===== config.mk =====
export PLATFORM = sky130hd
export DESIGN_NAME = fifo_thread_scheduler_top
export DESIGN_NICKNAME = d
export VERILOG_FILES = /design/src/rtl/core/fts_pkg.sv /design/src/rtl/core/fifo_thread_scheduler_top.sv /design/src/rtl/core/fts_ctrl.sv /design/src/rtl/core/fts_dpath.sv
export SDC_FILE = /design/constraint.sdc
export NUM_CORES = 1
export LEC_CHECK = 0
export BUFFER_PORTS_ARGS = -buffer_cell sky130_fd_sc_hd__buf_2
export CORE_MARGIN = 2
export CORE_UTILIZATION = 25
export CTS_BUF_LIST = sky130_fd_sc_hd__clkbuf_4
export DETAILED_ROUTE_END_ITERATION = 8
export PLACE_DENSITY = 0.4
export SETUP_SLACK_MARGIN = 0.3
export SLEW_MARGIN = 40
export SYNTH_ARGS = -nofsm -noshare
export SYNTH_HDL_FRONTEND = slang
export SYNTH_SLANG_ARGS = --single-unit

===== constraint.sdc =====
create_clock -name clock -period 9.9 [get_ports clock]
set_clock_uncertainty 0.15 [all_clocks]
set_input_delay 1.98 -clock clock [delete_from_list [all_inputs] [get_ports clock]]
set_output_delay 1.98 -clock clock [all_outputs]
set_load 0.01 [all_outputs]

===== src/rtl/core/fts_pkg.sv =====
// Shared types, codes and constants of the FIFO thread scheduler.
`timescale 1ns / 1ps
package fts_pkg;

   localparam int DEF_NUM_THREADS = 16;
   localparam int DEF_NUM_QUEUES  = 32;

   localparam logic [2:0] OP_CREATE = 3'd0;
   localparam logic [2:0] OP_YIELD  = 3'd1;
   localparam logic [2:0] OP_KILL   = 3'd2;
   localparam logic [2:0] OP_EXIT   = 3'd3;
   localparam logic [2:0] OP_SLEEP  = 3'd4;
   localparam logic [2:0] OP_WAKEUP = 3'd5;

   localparam logic [1:0] KIND_ID   = 2'd0;
   localparam logic [1:0] KIND_SELF = 2'd1;
   localparam logic [1:0] KIND_ANY  = 2'd2;

   localparam logic [2:0] TS_READY  = 3'd1;
   localparam logic [2:0] TS_RUN    = 3'd2;
   localparam logic [2:0] TS_SLEEP  = 3'd3;
   localparam logic [2:0] TS_EXITED = 3'd4;
   localparam logic [2:0] TS_EMPTY  = 3'd5;
   localparam logic [2:0] TS_KILLED = 3'd6;

   localparam logic [2:0] ST_OK      = 3'd0;
   localparam logic [2:0] ST_NONE    = 3'd1;
   localparam logic [2:0] ST_INVALID = 3'd2;
   localparam logic [2:0] ST_NOSLOT  = 3'd3;
   localparam logic [2:0] ST_LAST    = 3'd4;

   localparam logic [4:0] CMD_NOP         = 5'd0;
   localparam logic [4:0] CMD_LATCH       = 5'd1;
   localparam logic [4:0] CMD_SCAN_INIT   = 5'd2;
   localparam logic [4:0] CMD_SCAN_NEXT   = 5'd3;
   localparam logic [4:0] CMD_CREATE      = 5'd4;
   localparam logic [4:0] CMD_TGT_HEAD    = 5'd5;
   localparam logic [4:0] CMD_TGT_ID      = 5'd6;
   localparam logic [4:0] CMD_SWEEP_INIT  = 5'd7;
   localparam logic [4:0] CMD_SWEEP       = 5'd8;
   localparam logic [4:0] CMD_UNLINK      = 5'd9;
   localparam logic [4:0] CMD_SWITCH      = 5'd10;
   localparam logic [4:0] CMD_KILL        = 5'd11;
   localparam logic [4:0] CMD_EXIT        = 5'd12;
   localparam logic [4:0] CMD_SLEEP       = 5'd13;
   localparam logic [4:0] CMD_WAKE_SETUP  = 5'd14;
   localparam logic [4:0] CMD_WAKE_POP    = 5'd15;
   localparam logic [4:0] CMD_POP_READY   = 5'd16;
   localparam logic [4:0] CMD_SELF        = 5'd17;
   localparam logic [4:0] CMD_FIN         = 5'd18;

   typedef struct packed {
      logic [2:0] operation;
      logic [1:0] target_kind;
      logic [3:0] target_id;
      logic [4:0] queue_id;
      logic       wake_all;
   } req_type;

   typedef struct packed {
      logic [2:0] status;
      logic [3:0] result_id;
      logic [4:0] woken_count;
      logic [3:0] running_thread;
   } rsp_type;

   typedef struct packed {
      logic [4:0] code;
      logic [2:0] status;
   } cmd_type;

   typedef struct packed {
      logic [2:0] operation;
      logic [1:0] target_kind;
      logic       live_full;
      logic       live_le1;
      logic       join_empty;
      logic       rh_null;
      logic       wh_null;
      logic       hit;
      logic       idx_last;
      logic       t_bad;
      logic       cur_ok;
      logic       cur_killed;
      logic       t_in_ready;
      logic       q_bad;
      logic       kill_ok;
      logic       wake_all;
      logic       out_free;
   } stat_type;

endpackage


===== src/rtl/core/fifo_thread_scheduler_top.sv =====
// Top level of the FIFO thread scheduler with numbered wait queues.
//
// One command item enters on the req_ channel (valid/ready) and exactly one
// result item leaves on the rsp_ channel (valid/ready) for each command.
// Commands are create, yield, kill, exit, sleep and wakeup; each result gives
// a status, the chosen thread id, the number of woken threads and the thread
// that runs afterwards.
// The controller works on one item at a time. The free-slot scan, the reclaim
// sweep over the thread slots and a wake-all each walk one thread per cycle,
// and a yield from a killed thread sweeps, wakes its joiners and sweeps again.
// After reset thread 0 runs, every other slot is empty and all queues are
// empty; the block is ready for an item in the first cycle after reset.
// The result sits in an output register; a stalled receiver holds it there,
// the block meanwhile takes and works the next item and waits to deliver it.
`timescale 1ns / 1ps
module fifo_thread_scheduler_top
   import fts_pkg::*;
#(
   parameter int NUM_THREADS = DEF_NUM_THREADS,
   parameter int NUM_QUEUES  = DEF_NUM_QUEUES
) (
   input  logic    clock,
   input  logic    reset,
   input  logic    req_valid,
   output logic    req_ready,
   input  req_type req_data,
   output logic    rsp_valid,
   input  logic    rsp_ready,
   output rsp_type rsp_data
);

   cmd_type  cmd;
   stat_type stat;

   fts_ctrl u_ctrl (
      .clock     (clock),
      .reset     (reset),
      .req_valid (req_valid),
      .req_ready (req_ready),
      .stat      (stat),
      .cmd       (cmd)
   );

   fts_dpath #(
      .NUM_THREADS (NUM_THREADS),
      .NUM_QUEUES  (NUM_QUEUES)
   ) u_dpath (
      .clock     (clock),
      .reset     (reset),
      .req_data  (req_data),
      .cmd       (cmd),
      .stat      (stat),
      .rsp_valid (rsp_valid),
      .rsp_ready (rsp_ready),
      .rsp_data  (rsp_data)
   );

endmodule


===== src/rtl/core/fts_ctrl.sv =====
// Controller state machine that sequences each scheduler command.
`timescale 1ns / 1ps
module fts_ctrl
   import fts_pkg::*;
(
   input  logic     clock,
   input  logic     reset,
   input  logic     req_valid,
   output logic     req_ready,
   input  stat_type stat,
   output cmd_type  cmd
);

   localparam logic [3:0] S_IDLE   = 4'd0;
   localparam logic [3:0] S_DISP   = 4'd1;
   localparam logic [3:0] S_CSCAN  = 4'd2;
   localparam logic [3:0] S_YCHK   = 4'd3;
   localparam logic [3:0] S_SWEEP  = 4'd4;
   localparam logic [3:0] S_YPOST  = 4'd5;
   localparam logic [3:0] S_SWITCH = 4'd6;
   localparam logic [3:0] S_ECHK   = 4'd7;
   localparam logic [3:0] S_WAKE   = 4'd8;
   localparam logic [3:0] S_YANY   = 4'd9;
   localparam logic [3:0] S_YPOP   = 4'd10;
   localparam logic [3:0] S_FIN    = 4'd11;

   logic [3:0] state_ff, state_in;
   logic [2:0] st_ff, st_in;
   logic       sweep_ret_ff, sweep_ret_in;
   logic       wake_ret_ff, wake_ret_in;

   assign req_ready = (state_ff == S_IDLE);

   always_comb begin
      state_in     = state_ff;
      st_in        = st_ff;
      sweep_ret_in = sweep_ret_ff;
      wake_ret_in  = wake_ret_ff;
      cmd.code     = CMD_NOP;
      cmd.status   = st_ff;
      case (state_ff)
         S_IDLE: begin
            if (req_valid) begin
               cmd.code = CMD_LATCH;
               state_in = S_DISP;
            end
         end
         S_DISP: begin
            state_in = S_FIN;
            st_in    = ST_INVALID;
            case (stat.operation)
               OP_CREATE: begin
                  if (stat.live_full) begin
                     st_in = ST_NOSLOT;
                  end else begin
                     cmd.code = CMD_SCAN_INIT;
                     state_in = S_CSCAN;
                  end
               end
               OP_YIELD: begin
                  if (stat.target_kind == KIND_SELF) begin
                     cmd.code = CMD_SELF;
                     st_in    = ST_OK;
                  end else if (stat.target_kind == KIND_ANY) begin
                     if (stat.rh_null) begin
                        st_in = ST_NONE;
                     end else begin
                        cmd.code = CMD_TGT_HEAD;
                        state_in = S_YCHK;
                     end
                  end else if (stat.target_kind == KIND_ID) begin
                     cmd.code = CMD_TGT_ID;
                     state_in = S_YCHK;
                  end
               end
               OP_KILL: begin
                  if (stat.kill_ok) begin
                     cmd.code = CMD_KILL;
                     st_in    = ST_OK;
                  end
               end
               OP_EXIT: begin
                  state_in = S_ECHK;
               end
               OP_SLEEP: begin
                  if (!stat.q_bad && stat.cur_ok) begin
                     if (stat.rh_null) begin
                        st_in = ST_NONE;
                     end else begin
                        cmd.code = CMD_SLEEP;
                        state_in = S_YANY;
                     end
                  end
               end
               OP_WAKEUP: begin
                  if (!stat.q_bad) begin
                     cmd.code    = CMD_WAKE_SETUP;
                     wake_ret_in = 1'b0;
                     state_in    = S_WAKE;
                  end
               end
               default: begin
                  st_in = ST_INVALID;
               end
            endcase
         end
         S_CSCAN: begin
            if (stat.hit) begin
               cmd.code = CMD_CREATE;
               st_in    = ST_OK;
               state_in = S_FIN;
            end else if (stat.idx_last) begin
               st_in    = ST_NOSLOT;
               state_in = S_FIN;
            end else begin
               cmd.code = CMD_SCAN_NEXT;
            end
         end
         S_YCHK: begin
            if (stat.t_bad) begin
               st_in    = ST_INVALID;
               state_in = S_FIN;
            end else begin
               cmd.code     = CMD_SWEEP_INIT;
               sweep_ret_in = 1'b0;
               state_in     = S_SWEEP;
            end
         end
         S_SWEEP: begin
            cmd.code = CMD_SWEEP;
            if (stat.idx_last) begin
               state_in = sweep_ret_ff ? S_YPOP : S_YPOST;
            end
         end
         S_YPOST: begin
            if (stat.cur_killed) begin
               state_in = S_ECHK;
            end else begin
               if (stat.t_in_ready) begin
                  cmd.code = CMD_UNLINK;
               end
               state_in = S_SWITCH;
            end
         end
         S_SWITCH: begin
            cmd.code = CMD_SWITCH;
            st_in    = ST_OK;
            state_in = S_FIN;
         end
         S_ECHK: begin
            if (!stat.cur_ok) begin
               st_in    = ST_INVALID;
               state_in = S_FIN;
            end else if (stat.live_le1 && stat.join_empty) begin
               st_in    = ST_LAST;
               state_in = S_FIN;
            end else begin
               cmd.code    = CMD_EXIT;
               wake_ret_in = 1'b1;
               state_in    = stat.join_empty ? S_YANY : S_WAKE;
            end
         end
         S_WAKE: begin
            if (stat.wh_null) begin
               st_in    = ST_OK;
               state_in = wake_ret_ff ? S_YANY : S_FIN;
            end else begin
               cmd.code = CMD_WAKE_POP;
               if (!stat.wake_all) begin
                  st_in    = ST_OK;
                  state_in = wake_ret_ff ? S_YANY : S_FIN;
               end
            end
         end
         S_YANY: begin
            if (stat.rh_null) begin
               st_in    = ST_NONE;
               state_in = S_FIN;
            end else begin
               cmd.code     = CMD_SWEEP_INIT;
               sweep_ret_in = 1'b1;
               state_in     = S_SWEEP;
            end
         end
         S_YPOP: begin
            cmd.code = CMD_POP_READY;
            state_in = S_SWITCH;
         end
         S_FIN: begin
            if (stat.out_free) begin
               cmd.code = CMD_FIN;
               state_in = S_IDLE;
            end
         end
         default: begin
            state_in = S_IDLE;
         end
      endcase
   end

   always_ff @(posedge clock) begin
      if (reset) begin
         state_ff     <= S_IDLE;
         st_ff        <= ST_OK;
         sweep_ret_ff <= 1'b0;
         wake_ret_ff  <= 1'b0;
      end else begin
         state_ff     <= state_in;
         st_ff        <= st_in;
         sweep_ret_ff <= sweep_ret_in;
         wake_ret_ff  <= wake_ret_in;
      end
   end

endmodule


===== src/rtl/core/fts_dpath.sv =====
// Datapath holding thread states, queue links, queue heads and the result register.
`timescale 1ns / 1ps
module fts_dpath
   import fts_pkg::*;
#(
   parameter int NUM_THREADS = DEF_NUM_THREADS,
   parameter int NUM_QUEUES  = DEF_NUM_QUEUES
) (
   input  logic     clock,
   input  logic     reset,
   input  req_type  req_data,
   input  cmd_type  cmd,
   output stat_type stat,
   output logic     rsp_valid,
   input  logic     rsp_ready,
   output rsp_type  rsp_data
);

   localparam int IW = (NUM_THREADS > 1) ? $clog2(NUM_THREADS) : 1;
   localparam int PW = $clog2(NUM_THREADS + 1);
   localparam int QW = $clog2(NUM_QUEUES);
   localparam int LW = $clog2(NUM_THREADS + 1);
   localparam logic [PW-1:0] NIL = PW'(NUM_THREADS);

   logic [2:0]    ts_ff  [NUM_THREADS];
   logic [PW-1:0] nxt_ff [NUM_THREADS];
   logic [PW-1:0] prv_ff [NUM_THREADS];
   logic [PW-1:0] wh_ff  [NUM_QUEUES];
   logic [PW-1:0] wt_ff  [NUM_QUEUES];
   logic [PW-1:0] rh_ff, rt_ff;
   logic [IW-1:0] run_ff;
   logic [LW-1:0] live_ff;
   logic [LW-1:0] cnt_ff;
   logic [PW-1:0] t_ff;
   logic [IW-1:0] idx_ff;
   logic [QW-1:0] wq_ff;
   logic          all_ff;
   logic [IW-1:0] rid_ff;
   req_type       req_ff;
   logic          rsp_valid_ff;
   rsp_type       rsp_data_ff;

   logic [IW-1:0] t_ix, tid_ix, wp_id, rh_ix, rt_ix, up_p, up_n;
   logic [PW-1:0] wp_n, p_val, n_val;
   logic [2:0]    cur_st, t_st;
   logic          out_free, run_in_q, idx_in_q;

   assign t_ix     = t_ff[IW-1:0];
   assign tid_ix   = IW'(req_ff.target_id);
   assign rh_ix    = rh_ff[IW-1:0];
   assign rt_ix    = rt_ff[IW-1:0];
   assign wp_id    = wh_ff[wq_ff][IW-1:0];
   assign wp_n     = nxt_ff[wp_id];
   assign p_val    = prv_ff[t_ix];
   assign n_val    = nxt_ff[t_ix];
   assign up_p     = p_val[IW-1:0];
   assign up_n     = n_val[IW-1:0];
   assign cur_st   = ts_ff[run_ff];
   assign t_st     = ts_ff[t_ix];
   assign out_free = !rsp_valid_ff || rsp_ready;
   assign run_in_q = 32'(run_ff) < NUM_QUEUES;
   assign idx_in_q = 32'(idx_ff) < NUM_QUEUES;

   always_comb begin
      stat.operation   = req_ff.operation;
      stat.target_kind = req_ff.target_kind;
      stat.live_full   = live_ff >= LW'(NUM_THREADS);
      stat.live_le1    = live_ff <= LW'(1);
      stat.join_empty  = !run_in_q || (wh_ff[QW'(run_ff)] >= NIL);
      stat.rh_null     = rh_ff >= NIL;
      stat.wh_null     = wh_ff[wq_ff] >= NIL;
      stat.hit         = (ts_ff[idx_ff] == TS_EMPTY) || (ts_ff[idx_ff] == TS_EXITED);
      stat.idx_last    = idx_ff == IW'(NUM_THREADS - 1);
      stat.t_bad       = (t_ff >= NIL) ||
                         !((t_st == TS_READY) || (t_st == TS_RUN) || (t_st == TS_KILLED));
      stat.cur_ok      = (cur_st == TS_RUN) || (cur_st == TS_KILLED);
      stat.cur_killed  = cur_st == TS_KILLED;
      stat.t_in_ready  = (t_st == TS_READY) || (t_st == TS_KILLED);
      stat.q_bad       = 32'(req_ff.queue_id) >= NUM_QUEUES;
      stat.kill_ok     = (32'(req_ff.target_id) < NUM_THREADS) && (tid_ix != run_ff) &&
                         (ts_ff[tid_ix] == TS_READY);
      stat.wake_all    = all_ff;
      stat.out_free    = out_free;
   end

   always_ff @(posedge clock) begin
      if (reset) begin
         for (int i = 0; i < NUM_THREADS; i++) begin
            ts_ff[i] <= (i == 0) ? TS_RUN : TS_EMPTY;
         end
         for (int i = 0; i < NUM_QUEUES; i++) begin
            wh_ff[i] <= NIL;
            wt_ff[i] <= NIL;
         end
         rh_ff        <= NIL;
         rt_ff        <= NIL;
         run_ff       <= '0;
         live_ff      <= LW'(1);
         rsp_valid_ff <= 1'b0;
      end else begin
         if (rsp_valid_ff && rsp_ready && cmd.code != CMD_FIN) begin
            rsp_valid_ff <= 1'b0;
         end
         case (cmd.code)
            CMD_LATCH: begin
               req_ff <= req_data;
               cnt_ff <= '0;
               rid_ff <= '0;
            end
            CMD_SCAN_INIT: begin
               idx_ff <= '0;
            end
            CMD_SCAN_NEXT: begin
               idx_ff <= idx_ff + IW'(1);
            end
            CMD_CREATE: begin
               if (idx_in_q) begin
                  wh_ff[QW'(idx_ff)] <= NIL;
                  wt_ff[QW'(idx_ff)] <= NIL;
               end
               ts_ff[idx_ff]  <= TS_READY;
               nxt_ff[idx_ff] <= NIL;
               if (rh_ff >= NIL || rt_ff >= NIL) begin
                  prv_ff[idx_ff] <= NIL;
                  rh_ff          <= PW'(idx_ff);
               end else begin
                  prv_ff[idx_ff] <= rt_ff;
                  nxt_ff[rt_ix]  <= PW'(idx_ff);
               end
               rt_ff <= PW'(idx_ff);
               if (live_ff < LW'(NUM_THREADS)) begin
                  live_ff <= live_ff + LW'(1);
               end
               rid_ff <= idx_ff;
            end
            CMD_TGT_HEAD: begin
               t_ff <= rh_ff;
            end
            CMD_TGT_ID: begin
               t_ff <= (32'(req_ff.target_id) < NUM_THREADS) ? PW'(req_ff.target_id) : NIL;
            end
            CMD_SWEEP_INIT: begin
               idx_ff <= IW'(1);
            end
            CMD_SWEEP: begin
               if (ts_ff[idx_ff] == TS_EXITED && idx_ff != run_ff) begin
                  ts_ff[idx_ff] <= TS_EMPTY;
                  if (idx_in_q) begin
                     wh_ff[QW'(idx_ff)] <= NIL;
                     wt_ff[QW'(idx_ff)] <= NIL;
                  end
               end
               idx_ff <= idx_ff + IW'(1);
            end
            CMD_UNLINK: begin
               if (p_val < NIL) begin
                  nxt_ff[up_p] <= n_val;
               end else begin
                  rh_ff <= n_val;
               end
               if (n_val < NIL) begin
                  prv_ff[up_n] <= p_val;
               end else begin
                  rt_ff <= p_val;
               end
            end
            CMD_SWITCH: begin
               if (cur_st == TS_RUN && run_ff != t_ix) begin
                  ts_ff[run_ff]  <= TS_READY;
                  nxt_ff[run_ff] <= NIL;
                  if (rh_ff >= NIL || rt_ff >= NIL) begin
                     prv_ff[run_ff] <= NIL;
                     rh_ff          <= PW'(run_ff);
                  end else begin
                     prv_ff[run_ff] <= rt_ff;
                     nxt_ff[rt_ix]  <= PW'(run_ff);
                  end
                  rt_ff <= PW'(run_ff);
               end
               if (t_st != TS_KILLED) begin
                  ts_ff[t_ix] <= TS_RUN;
               end
               run_ff <= t_ix;
               rid_ff <= t_ix;
            end
            CMD_KILL: begin
               ts_ff[tid_ix] <= TS_KILLED;
               rid_ff        <= tid_ix;
            end
            CMD_EXIT: begin
               ts_ff[run_ff] <= TS_EXITED;
               if (live_ff > '0) begin
                  live_ff <= live_ff - LW'(1);
               end
               wq_ff  <= QW'(run_ff);
               all_ff <= 1'b1;
            end
            CMD_SLEEP: begin
               ts_ff[run_ff]  <= TS_SLEEP;
               nxt_ff[run_ff] <= NIL;
               if (wh_ff[QW'(req_ff.queue_id)] >= NIL || wt_ff[QW'(req_ff.queue_id)] >= NIL)
               begin
                  prv_ff[run_ff]               <= NIL;
                  wh_ff[QW'(req_ff.queue_id)] <= PW'(run_ff);
               end else begin
                  prv_ff[run_ff] <= wt_ff[QW'(req_ff.queue_id)];
                  nxt_ff[wt_ff[QW'(req_ff.queue_id)][IW-1:0]] <= PW'(run_ff);
               end
               wt_ff[QW'(req_ff.queue_id)] <= PW'(run_ff);
               if (live_ff > '0) begin
                  live_ff <= live_ff - LW'(1);
               end
            end
            CMD_WAKE_SETUP: begin
               wq_ff  <= QW'(req_ff.queue_id);
               all_ff <= req_ff.wake_all;
            end
            CMD_WAKE_POP: begin
               if (wp_n >= NIL) begin
                  wh_ff[wq_ff] <= NIL;
                  wt_ff[wq_ff] <= NIL;
               end else begin
                  wh_ff[wq_ff]           <= wp_n;
                  prv_ff[wp_n[IW-1:0]] <= NIL;
               end
               if (ts_ff[wp_id] != TS_KILLED) begin
                  ts_ff[wp_id] <= TS_READY;
               end
               if (live_ff < LW'(NUM_THREADS)) begin
                  live_ff <= live_ff + LW'(1);
               end
               nxt_ff[wp_id] <= NIL;
               if (rh_ff >= NIL || rt_ff >= NIL) begin
                  prv_ff[wp_id] <= NIL;
                  rh_ff         <= PW'(wp_id);
               end else begin
                  prv_ff[wp_id] <= rt_ff;
                  nxt_ff[rt_ix] <= PW'(wp_id);
               end
               rt_ff  <= PW'(wp_id);
               cnt_ff <= cnt_ff + LW'(1);
            end
            CMD_POP_READY: begin
               t_ff <= rh_ff;
               if (nxt_ff[rh_ix] >= NIL) begin
                  rh_ff <= NIL;
                  rt_ff <= NIL;
               end else begin
                  rh_ff                         <= nxt_ff[rh_ix];
                  prv_ff[nxt_ff[rh_ix][IW-1:0]] <= NIL;
               end
            end
            CMD_SELF: begin
               rid_ff <= run_ff;
            end
            CMD_FIN: begin
               if (out_free) begin
                  rsp_valid_ff               <= 1'b1;
                  rsp_data_ff.status         <= cmd.status;
                  rsp_data_ff.result_id      <= (cmd.status == ST_OK) ? 4'(rid_ff) : 4'd0;
                  rsp_data_ff.woken_count    <= 5'(cnt_ff);
                  rsp_data_ff.running_thread <= 4'(run_ff);
               end
            end
            default: begin
            end
         endcase
      end
   end

   assign rsp_valid = rsp_valid_ff;
   assign rsp_data  = rsp_data_ff;

endmodule

==> flow_metrics.env <==
export IMPL_cp_start_kind="flop"
export IMPL_period_needed_ns=7.12
export IMPL_design_core_area_um2=139000
export IMPL_rsz0062_at_grt="no"
export IMPL_grt_ovfl_total=0
export IMPL_fillers=14526
export IMPL_fin_crit_sh_pct=71.9
export IMPL_p_int_mw=5.13
export IMPL_dr_total_vias=27412
export IMPL_crit_path_cell_trace="buf_4 > mux4_2 > a22oi_1 > nand4_2 > buf_4 > and2_1 > nand2_1 > o22ai_1 > o41ai_4 > and2_1 > a221o_1 > nand3_1 > o21ai_0"
export IMPL_antenna_found_initial=6
export IMPL_hold_path_startpoint="u_ctrl.st_ff[0]$_SDFFE_PP0P_"
export IMPL_setup_viol=0
export IMPL_criticalPathCategory="flop to flop"
export IMPL_root_buffer="clkbuf_4"
export IMPL_chipWidth_um=378
export IMPL_nets=3116
export IMPL_vdd_drop_max_mv=0.115
export IMPL_netlist_instances=3025
export IMPL_wl_um=138000
export IMPL_dp_cells=4777
export IMPL_timing_fmax_ghz=0.140
export IMPL_synth_seq_cells=642
export IMPL_status="finished, final reports clean"
export IMPL_synth_flop_cell="edfxtp_1"
export IMPL_die_area_um2=143000
export IMPL_combinationalPowerShare_pct=22.7
export IMPL_fin_cells=5129
export IMPL_async_flop_share_pct=0
export IMPL_p_sw_share_pct=34.1
export IMPL_post_cts_resized=0
export IMPL_cts_tree="done"
export IMPL_grt_pass1_wl_um=199000
export IMPL_final_area_um2=39900
export IMPL_synth_edf_count=519
export IMPL_synth_area_top_cells="edfxtp_1, mux4_2, dfxtp_1"
export IMPL_p_clk_share_pct=34.1
export IMPL_worst_r2r_setup_slack_ns=2.78
export IMPL_die_h_um=378
export IMPL_first_iter_violations=2824
export IMPL_syn_area_um2=35000
export IMPL_postCtsSetupBuffers=0
export IMPL_worst_ep_required_time_ns=10.51
export IMPL_setup_tns_ns=0
export IMPL_grt_max_degree=68
export IMPL_power_switching_mw=2.65
export IMPL_max_cap_violations=0
export IMPL_hold_path_class="flop to flop"
export IMPL_post_route_drc_count=0
export IMPL_ys_seq_area_share_pct=51.5
export IMPL_hold_viol_final=0
export IMPL_power_per_cell_area_nw_per_um2=195
export IMPL_whs_endpoint="u_dpath.rsp_data[13]$_DFFE_PP_"
export IMPL_clkLatencyLatePin_ns=1.17
export IMPL_area_delta_synth_final_pct=14.0
export IMPL_routedWlPerCell_um=26.9
export IMPL_rows=137
export IMPL_cts_sinks=642
export IMPL_holdPathStages=0
export IMPL_multi_input_area_um2=16200
export IMPL_avgSynthCellArea_um2=11.6
export IMPL_r2r_cells=13
export IMPL_max_stage_delay_ns=0.77
export IMPL_netlist_area_leader_share_pct=44.5
export IMPL_synth_nets=3049
export IMPL_grtUsageTotal_pct=19.2
export IMPL_crit_fanout=20
export IMPL_cts_buffer_depth=3
export IMPL_yosysWarnings=0
export IMPL_p_leak_nw=13.5
export IMPL_place_area_um2=37400
export IMPL_yosysTopAreaCell="edfxtp_1"
export IMPL_start_util_pct=25.1
export IMPL_fin_util_pct=28.7
export IMPL_power_total_mw=7.78
export IMPL_layout_drive_gt1_share_pct=22.7
export IMPL_holdBufCountCts=0
export IMPL_slew_violations=0
export IMPL_clk_pin_slew_ns=0.06
export IMPL_gp_routability_congestion=0.893
export IMPL_cts_made_buffers=189
export IMPL_seq_area_um2=18100
export IMPL_tightest_slew_ns=0.882
export IMPL_ios=37
export IMPL_crit_arrival_ns=7.74
export IMPL_slew_headroom_pct=40.6
export IMPL_crit_slowest_cell="o21ai_0"
export IMPL_grt_pass1_vias=26921
export IMPL_hpwl_um=97500
export IMPL_vias_per_cell=5.34
export IMPL_seqPwrFrac_pct=43.2
export IMPL_r2r_end="u_dpath.wt_ff[15][0]$_SDFFCE_PN0P_"
export IMPL_synth_cell_types=112
export IMPL_antenna_left=0
export IMPL_cp_end_kind="flop"
export IMPL_io_buffers=36
export IMPL_htreeDepth=4
export IMPL_dr_pass1_iters=6
[registers in the layout, indices dropped and copies added, names as in the netlist, 6 cells and up, named ones only]
| signal | cells |
|---|---|
| u_dpath.nxt_ff | 80 |
| u_dpath.prv_ff | 80 |
| u_dpath.req_ff | 6 |
| u_dpath.rsp_data | 16 |
| u_dpath.ts_ff | 48 |
| u_dpath.wh_ff | 160 |
| u_dpath.wt_ff | 160 |
[worst max-delay path, delay by kind of cell, from the launching register on]
| kind | cells | cell delay, ns |
|---|---|---|
| AOI/OAI and AO/OA | 5 | 2.36 |
| DFF | 1 | 0.72 |
| and+or+nand+nor | 5 | 2.03 |
| muxes | 1 | 0.57 |
| buffers and inverters | 2 | 0.85 |
[power groups by stage]
stage,Combinational [mW],Clock [mW],Sequential (mW)
final,1.77,2.65,3.36
after global routing,1.88,2.87,3.39
after detailed placement,1.74,0,3.41
after floorplan,1.29,0,3.20
after global placement,1.73,0,3.42
after CTS,1.75,2.73,3.36
[synthesized netlist by cell type (all sizes together), types with 25 or more instances]
cell	number
o21ai	174
and2	43
a21o	31
mux2i	144
a22oi	25
nor2	333
edfxtp	519
o22ai	71
nand2	279
mux4	163
mux2	40
inv	37
clkbuf	132
buf	99
nand2b	31
nor2b	34
nor3	114
dfxtp	123
a31oi	29
nand3	78
a21oi	89
[metrics by stage]
step	setup slack (ns)	hold WS, ns
2_1_floorplan	4.37	0.253
3_3_place_gp	2.35	0.301
3_5_place_dp	2.56	0.318
4_1_cts	2.44	0.329
5_1_grt	2.37	0.355
6_report	2.78	0.327
[layer usage]
layer / up-vias / global-route usage, % / routed length, um
met2: 1124 / 30.0 / 63300
li1: 12052 / - / -
met5: - / 0 / 13
met3: 209 / 3.80 / 9290
met4: 2 / 6.03 / 3390
met1: 14025 / 26.6 / 62000
[worst max-delay path by stage]
stage | from | endpoint | slack [ns] | cells past startpoint
CTS | flop | u_dpath.wt_ff[15][0]$_SDFFCE_PN0P_ | 2.44 | 13
global route | flop | u_dpath.wt_ff[15][4]$_SDFFCE_PN1P_ | 2.37 | 13
detailed placement | flop | u_dpath.wt_ff[15][0]$_SDFFCE_PN0P_ | 2.56 | 13
finish | flop | u_dpath.wt_ff[15][0]$_SDFFCE_PN0P_ | 2.78 | 13
global placement | flop | u_dpath.prv_ff[2][2]$_DFFE_PP_ | 2.35 | 14
floorplan | rsp_ready | u_dpath.wh_ff[19][0]$_SDFFCE_PN0P_ | 4.37 | 14
[layout make-up]
| class | instances | area share (%) |
|---|---|---|
| sequential | 642 | 45.2 |
| clock buffer | 284 | 5.34 |
| timing repair buffer | 107 | 1.85 |
| antenna | 8 | 0.0501 |
| multi-input combinational | 2115 | 40.4 |
| inverter | 37 | 0.348 |
| clock inverter | 60 | 0.868 |
| tap | 1876 | 5.88 |
[layout by cell type (no fill, tap or decap), types with 15 or more instances in the layout]
master and count:
nor3_1 98, nor2b_1 34, o32ai_1 15, mux2i_1 144, nand3b_1 23, a22o_1 15
clkbuf_4 284, nor4b_1 15, o21ai_0 146, inv_1 34, o22ai_1 71, and2_1 40
buf_2 35, mux2_2 40, nand2b_1 30, o211ai_1 22, nand4_1 23, xnor2_1 15
edfxtp_1 519, a311oi_1 22, a31oi_1 25, mux4_2 163, a21o_1 30, clkinv_1 41
dfxtp_1 113, a21oi_1 84, nor2_1 329, a211oi_1 19, o21ai_1 27, buf_4 66
a22oi_1 24, nand3_1 68, and3_1 15, nand2_1 274, or3_1 16
[cell families after synthesis]
group,synth area share (%)
AND/OR/NAND/NOR,15.3
AO/OA/AOI/OAI,13.2
flip-flops,51.5
multiplexers,15.9
buffers and inverters,3.30
XOR/XNOR,0.700
adder cells (fa/ha/maj),0.179
(Power assumes the default switching activity.)
